--- src/design/dmm_pkg.sv ---
// Shared constants, request codes and control structs for the dense matrix multiply core.
// Depends on nothing; every other file of the block imports it.
package dmm_pkg;

  localparam int MAX_DIM  = 32;
  localparam int IDX_W    = $clog2(MAX_DIM);
  localparam int ADDR_W   = 2 * IDX_W;
  localparam int DEPTH    = MAX_DIM * MAX_DIM;
  localparam int SIZE_W   = 6;
  localparam int ELEM_W   = 16;
  localparam int PROD_W   = 2 * ELEM_W;
  localparam int ACC_W    = 40;
  localparam int REQ_W    = 2;

  localparam logic [SIZE_W-1:0] SIZE_RESET = SIZE_W'(32);
  localparam logic [SIZE_W-1:0] SIZE_MAX   = SIZE_W'(MAX_DIM);

  typedef enum logic [REQ_W-1:0] {
    REQ_WR_A    = 2'd0,
    REQ_WR_B    = 2'd1,
    REQ_COMPUTE = 2'd2,
    REQ_NONE    = 2'd3
  } req_type_t;

  // Commands from the controller to the datapath.
  typedef struct packed {
    logic             wr_a;
    logic             wr_b;
    logic             rd_en;
    logic             acc_clr;
    logic             emit;
    logic             last;
    logic [IDX_W-1:0] i;
    logic [IDX_W-1:0] j;
    logic [IDX_W-1:0] k;
  } dmm_cmd_t;

  // Status from the datapath back to the controller.
  typedef struct packed {
    logic pipe_busy;
    logic out_free;
  } dmm_stat_t;

endpackage

--- src/design/dmm_ctrl.sv ---
// Sequencer of the matrix multiply core: size register, request decode, row/column/k loops.
// Depends on dmm_pkg; drives the datapath through dmm_cmd_t and reads dmm_stat_t.
module dmm_ctrl (
  input  logic                       clk,
  input  logic                       rst,
  input  logic                       cfg_we,
  input  logic [dmm_pkg::SIZE_W-1:0] cfg_wdata,
  input  logic                       in_valid,
  output logic                       in_ready,
  input  logic [dmm_pkg::REQ_W-1:0]  in_req_type,
  input  logic [dmm_pkg::IDX_W-1:0]  in_row,
  output dmm_pkg::dmm_cmd_t          cmd,
  input  dmm_pkg::dmm_stat_t         stat
);
  import dmm_pkg::*;

  typedef enum logic [3:0] {
    S_IDLE  = 4'b0001,
    S_MAC   = 4'b0010,
    S_DRAIN = 4'b0100,
    S_EMIT  = 4'b1000
  } state_t;

  state_t            state, state_next;
  logic [SIZE_W-1:0] matrix_size;
  logic [IDX_W-1:0]  n_last;
  logic [IDX_W-1:0]  i, i_next;
  logic [IDX_W-1:0]  j, j_next;
  logic [IDX_W-1:0]  k, k_next;
  logic              accept;

  always_ff @(posedge clk) begin
    if (rst) begin
      matrix_size <= SIZE_RESET;
    end else if (cfg_we) begin
      matrix_size <= cfg_wdata;
    end
  end

  // Index of the last row/column in use, with the size clamped to 1..MAX_DIM.
  always_comb begin
    if (matrix_size == '0) begin
      n_last = '0;
    end else if (matrix_size > SIZE_MAX) begin
      n_last = IDX_W'(MAX_DIM - 1);
    end else begin
      n_last = IDX_W'(matrix_size - SIZE_W'(1));
    end
  end

  assign in_ready = (state == S_IDLE);
  assign accept   = in_valid && in_ready;

  always_comb begin
    state_next  = state;
    i_next      = i;
    j_next      = j;
    k_next      = k;
    cmd         = '0;
    cmd.i       = i;
    cmd.j       = j;
    cmd.k       = k;
    cmd.last    = (j == n_last);
    case (state)
      S_IDLE: begin
        if (accept) begin
          // Row and column fields cannot reach MAX_DIM, so every write lands.
          case (req_type_t'(in_req_type))
            REQ_WR_A: cmd.wr_a = 1'b1;
            REQ_WR_B: cmd.wr_b = 1'b1;
            REQ_COMPUTE: begin
              if (in_row <= n_last) begin
                i_next      = in_row;
                j_next      = '0;
                k_next      = '0;
                cmd.acc_clr = 1'b1;
                state_next  = S_MAC;
              end
            end
            default: ;
          endcase
        end
      end
      S_MAC: begin
        cmd.rd_en = 1'b1;
        if (k == n_last) begin
          k_next     = '0;
          state_next = S_DRAIN;
        end else begin
          k_next = k + IDX_W'(1);
        end
      end
      S_DRAIN: begin
        if (!stat.pipe_busy) begin
          state_next = S_EMIT;
        end
      end
      S_EMIT: begin
        if (stat.out_free) begin
          cmd.emit = 1'b1;
          if (j == n_last) begin
            state_next = S_IDLE;
          end else begin
            j_next     = j + IDX_W'(1);
            state_next = S_MAC;
          end
        end
      end
      default: state_next = S_IDLE;
    endcase
  end

  always_ff @(posedge clk) begin
    if (rst) begin
      state <= S_IDLE;
      i     <= '0;
      j     <= '0;
      k     <= '0;
    end else begin
      state <= state_next;
      i     <= i_next;
      j     <= j_next;
      k     <= k_next;
    end
  end

endmodule

--- config.mk ---
export PLATFORM = sky130hd
export DESIGN_NAME = dmm_ctrl
export DESIGN_NICKNAME = d
export VERILOG_FILES = /design/src/design/dmm_pkg.sv /design/src/design/dmm_ctrl.sv
export SDC_FILE = /design/constraint.sdc
export NUM_CORES = 1
export LEC_CHECK = 0
export ABC_AREA = 1
export BUFFER_PORTS_ARGS = -buffer_cell sky130_fd_sc_hd__clkbuf_2
export CELL_PAD_IN_SITES_DETAIL_PLACEMENT = 1
export CELL_PAD_IN_SITES_GLOBAL_PLACEMENT = 1
export CORE_MARGIN = 10
export CORE_UTILIZATION = 41
export CTS_CLUSTER_SIZE = 12
export DETAILED_ROUTE_END_ITERATION = 12
export PLACE_DENSITY = 0.86
export SYNTH_ARGS = -nofsm -noshare
export SYNTH_HDL_FRONTEND = slang
export SYNTH_SLANG_ARGS = --single-unit
--- constraint.sdc ---
create_clock -name clk -period 4.2 [get_ports clk]
set_input_delay 0.63 -clock clk [delete_from_list [all_inputs] [get_ports clk]]
set_output_delay 0.63 -clock clk [all_outputs]
set_load 0.005 [all_outputs]
* After elaboration in Yosys (flattened, before gate mapping) *
Index checks and enable logic that the tools add are counted.
Widths: inputs -> output; s select.

storage, ports and cells
  flip-flop bits (word level) = 25
  bits of input ports = 19
  logic and storage cells = 63
  output and inout bits = 22

cells by class
  reductions and logical operators = 9
  mux-type cells = 29
  equality and inequality tests = 15
  $add $sub $neg = 3
  $lt $le $gt $ge = 2

operator list
  kind                 number
  $mux 5               8
  $mux 4               6
  $pmux 5 s2           2
  $pmux 4 s4           1
  $reduce_and 6->1     2
  $add 5x1->5 const B  2
  $eq 5x5->1           2
  $mux 1               9
  $ne 2x2->1 const B   4
  $reduce_and 4->1     2
  $gt 6x6->1 const B   1
  $logic_not 6->1      1
  $mux 2               3
  $ne 2x1->1 const B   3
  $le 5x5->1           1
  $sub 5x1->5 const B  1
  $eq 4x1->1 const B   1
  $eq 4x2->1 const B   1
  $eq 4x3->1 const B   1
  $eq 4x4->1 const B   1
  $reduce_bool 2->1    2
  $eq 2x1->1 const B   1
  $eq 2x2->1 const B   1
  $logic_not 2->1      1
  $logic_and 1x1->1    1

* Logic depth before layout (Yosys ltp) *
  word-level depth = 8
  depth in mapped cells = 20
  gate-level depth less buffers = 20

* Worst setup path before layout *
OpenSTA, ideal clock, no wires.

  path type = reg-to-output
  start point = register matrix_size[0]
  end point = output port cmd[17] in the netlist's numbering
  data required time = 3.570 ns
  path slack = 1.680 ns
  buffers on the path = 0
  arrival time = 1.890 ns
  cell stages (with the launch flop) = 14
  cell sequence = dfxtp_1 -> inv_1 -> ha_1 -> nand3_2 -> nand2_4 -> nand2_1 -> nand2_1 -> ha_1 -> nand2_1 -> nor2_1 -> nand2_1 -> nand2_1 -> nand2_1 -> nor2_1

RTL lines
  what                    RTL line        RTL
  from (decl)             dmm_ctrl.sv:25  logic [SIZE_W-1:0] matrix_size;
  from (signal assigned)  dmm_ctrl.sv:36  matrix_size <= cfg_wdata;
  to (decl)               dmm_ctrl.sv:12  output dmm_pkg::dmm_cmd_t cmd,

==> results.toml <==
[status]
status = "finished, final reports clean"

[min_path]
hold_path_class = "reg2reg"
hp-start = "matrix_size[1]"
hold_end = "matrix_size[1]"
min_path_cells = 2

[floorplan]
rows = 23
start_util_pct = 42.8
core_area_um2 = 4060
dieWidth_um = 85.1
die_area_um2 = 7240
die_h_um = 85.1
ios = 41

[worst_setup_path]
crit_arrival_ns = 2.73
reg2regPathDepth = 19
rrSetupSlack_ns = 1.43
crit_path_end_kind = "primary output"
cp_max_fo = 11
worstPathRequired_ns = 3.57
rr_endpoint = "j[2]"
cp-start-kind = "flip-flop"
critPathKind = "reg2out"
timing.rr.start = "matrix_size[0]"

[detailed_routing]
route.met2.wl_mm = 2.57
highest_layer = "met4"
antenna_left = 0
wl_mm = 4.90
vias = 1737
dr.pass1.iters = 4
met3WireLength_um = 131
wl_met1_mm = 2.14
wl_per_cell_um = 14.7
post-route-drc-count = 0
drt_iter0_drc = 55
drt-vias-per-instance = 5.20

[clock_network]
cts_setup_buffers = 0
cts_tree = "built"
cts.sinks = 25
htreeDepth = 1
worstSkewPairLatency_ns = 0.28
cts_hold_buf = 0
post_cts_resized = 0
numCtsBuffers = 3
cts.path.max_buffers = 2
clkTransAtPathRegs_ns = 0.09
cts_root_buf = "clkbuf_8"

[yosys]
ys_async_sr_fraction_pct = 0
syn_area_um2 = 1740
synthCells = 244
ys_seq_area_share_pct = 28.8
ys.flop_type = "dfxtp_1"
synth-edff-count = 0
yosys_warnings = 0
ys_ff_latch = 25
yosys.cell_types.count = 30
syn-num-nets = 272
avgSynthCellArea_um2 = 7.12

[sta]
finalCritPeriodShare_pct = 79.9
finalSetupTns_ns = 0
fmax_mhz = 298
rsz0062_at_grt = "no"
slew_viol_final = 0
setup_violations = 0
skew_ns = 0.00998
slew_headroom_pct = 55.4
layout_min_cycle_time_ns = 3.36
tightestPinTransition_ns = 0.665
hold_viol = 0

[run]
cap_violations = 0

[cells_and_area]
fillers = 550
multi_input_area_um2 = 1090
areaGrowthSynthToFinish_pct = 16.3
drive_gt1_share_pct = 26.4
fin_nets = 313
regArea_um2 = 500
num_antenna_cells = 0
final_cells = 334

[power]
vdd_drop_max_v = 0.000187
p_leak_nw = 0.976
finalPower_w = 0.000711
p_per_area_nw_per_um2 = 352

[placed_design]
io_buffer_count = 40
place.gp.congestion = 0.831
hpwl_mm = 4.00
dp.cells = 330

[global_routing]
grt.overflow.total = 0
grt_max_degree = 15
grt_use_total_pct = 13.5
grt_pass1_wl_mm = 8.39
antenna_found_initial = 0
grt_pass1_vias = 1885
==> layer usage <==
metal,up-vias,track usage (%)
li1,878,-
met1,832,15.9
met2,22,24.1
met3,5,2.20
met4,0,4.04
met5,-,0
==> how the worst max path moves through the flow <==
stage | cells past startpoint | to | slack, ns | from
after floorplan | 13 | cmd[17] | 1.68 | matrix_size[0]
after global placement | 15 | cmd[17] | 1.31 | matrix_size[0]
after detailed placement | 15 | cmd[17] | 1.18 | matrix_size[0]
after CTS | 15 | cmd[17] | 0.83 | matrix_size[0]
after global routing | 15 | cmd[17] | 0.58 | matrix_size[0]
final | 15 | cmd[17] | 0.84 | matrix_size[0]
==> state kept, by name (all words and copies together), names as in the netlist <==
name	count
i	5
j	5
k	5
matrix_size	6
state	4
==> cells by family after synthesis <==
kind of cell | synth area share (%)
buf+inv | 8.21
fa+ha+maj | 6.48
flops | 28.8
simple gates | 41.6
xor+xnor | 4.03
compound gates | 10.8
==> cell usage in the layout, fill, tap and decap left out, types with 6 or more instances in the layout <==
cell,instances
nand2_4,8
nor2_1,18
inv_1,27
clkbuf_2,40
a21oi_1,18
nand3_1,21
nand2_1,54
nor3_1,6
dfxtp_1,25
o21ai_0,12
ha_1,9
xor2_1,8
==> power breakdown <==
group          switching (W)  internal (W)  total (W)
Clock              0.0000824     0.0000666   0.000149
Combinational       0.000188     0.0000934   0.000281
Sequential         0.0000224      0.000258   0.000281
Total               0.000293      0.000418   0.000711
==> synthesized netlist by cell type, types with 2 or more instances <==
library cell	n	area [um2]
nand2_1	54	203
nor2_2	3	18.8
a21oi_2	2	17.5
nand3_2	4	40.0
ha_1	9	113
nand2_2	4	25.0
nand3_4	2	35.0
nor3_1	6	30.0
nand2_4	8	90.1
a21oi_1	18	90.1
dfxtp_1	25	500
nand4_1	3	18.8
nor2_1	18	67.6
nor2_4	3	33.8
inv_1	27	101
nand3b_1	3	22.5
nand3_1	21	105
xor2_1	8	70.1
o21ai_0	12	60.1
inv_2	4	15.0
==> metrics by stage <==
stage	util [%]	worst slack (ns)	hold WS [ns]	cell area, um2
after floorplan	-	1.68	0.475	1740
after global placement	48.6	1.31	0.506	1970
after detailed placement	48.6	1.18	0.515	1970
after CTS	49.8	0.827	0.535	2020
after global routing	49.8	0.582	0.554	2020
final	49.8	0.843	0.537	2020
==> final cells by class <==
type	instances	share of cell area, %
Multi-Input combinational cell	184	54.2
Tap cell	50	3.10
Sequential cell	25	24.8
Clock buffer	3	2.04
Inverter	31	5.76
Timing Repair Buffer	40	9.91
Clock inverter	1	0.248
==> critical path: stages, from the launching register on <==
cell and delay [ns]:
dfxtp_1 0.32, inv_1 0.13, ha_1 0.22, nand3_2 0.27, nand2_1 0.17, nand2_2 0.09, inv_2 0.07, ha_1 0.23
nand2_1 0.09, nand2_1 0.05, nand2_1 0.07, nand3_1 0.07, nand2_1 0.06, nand2_1 0.12, nor2_1 0.32, clkbuf_2 0.19
(Power assumes the default switching activity.)
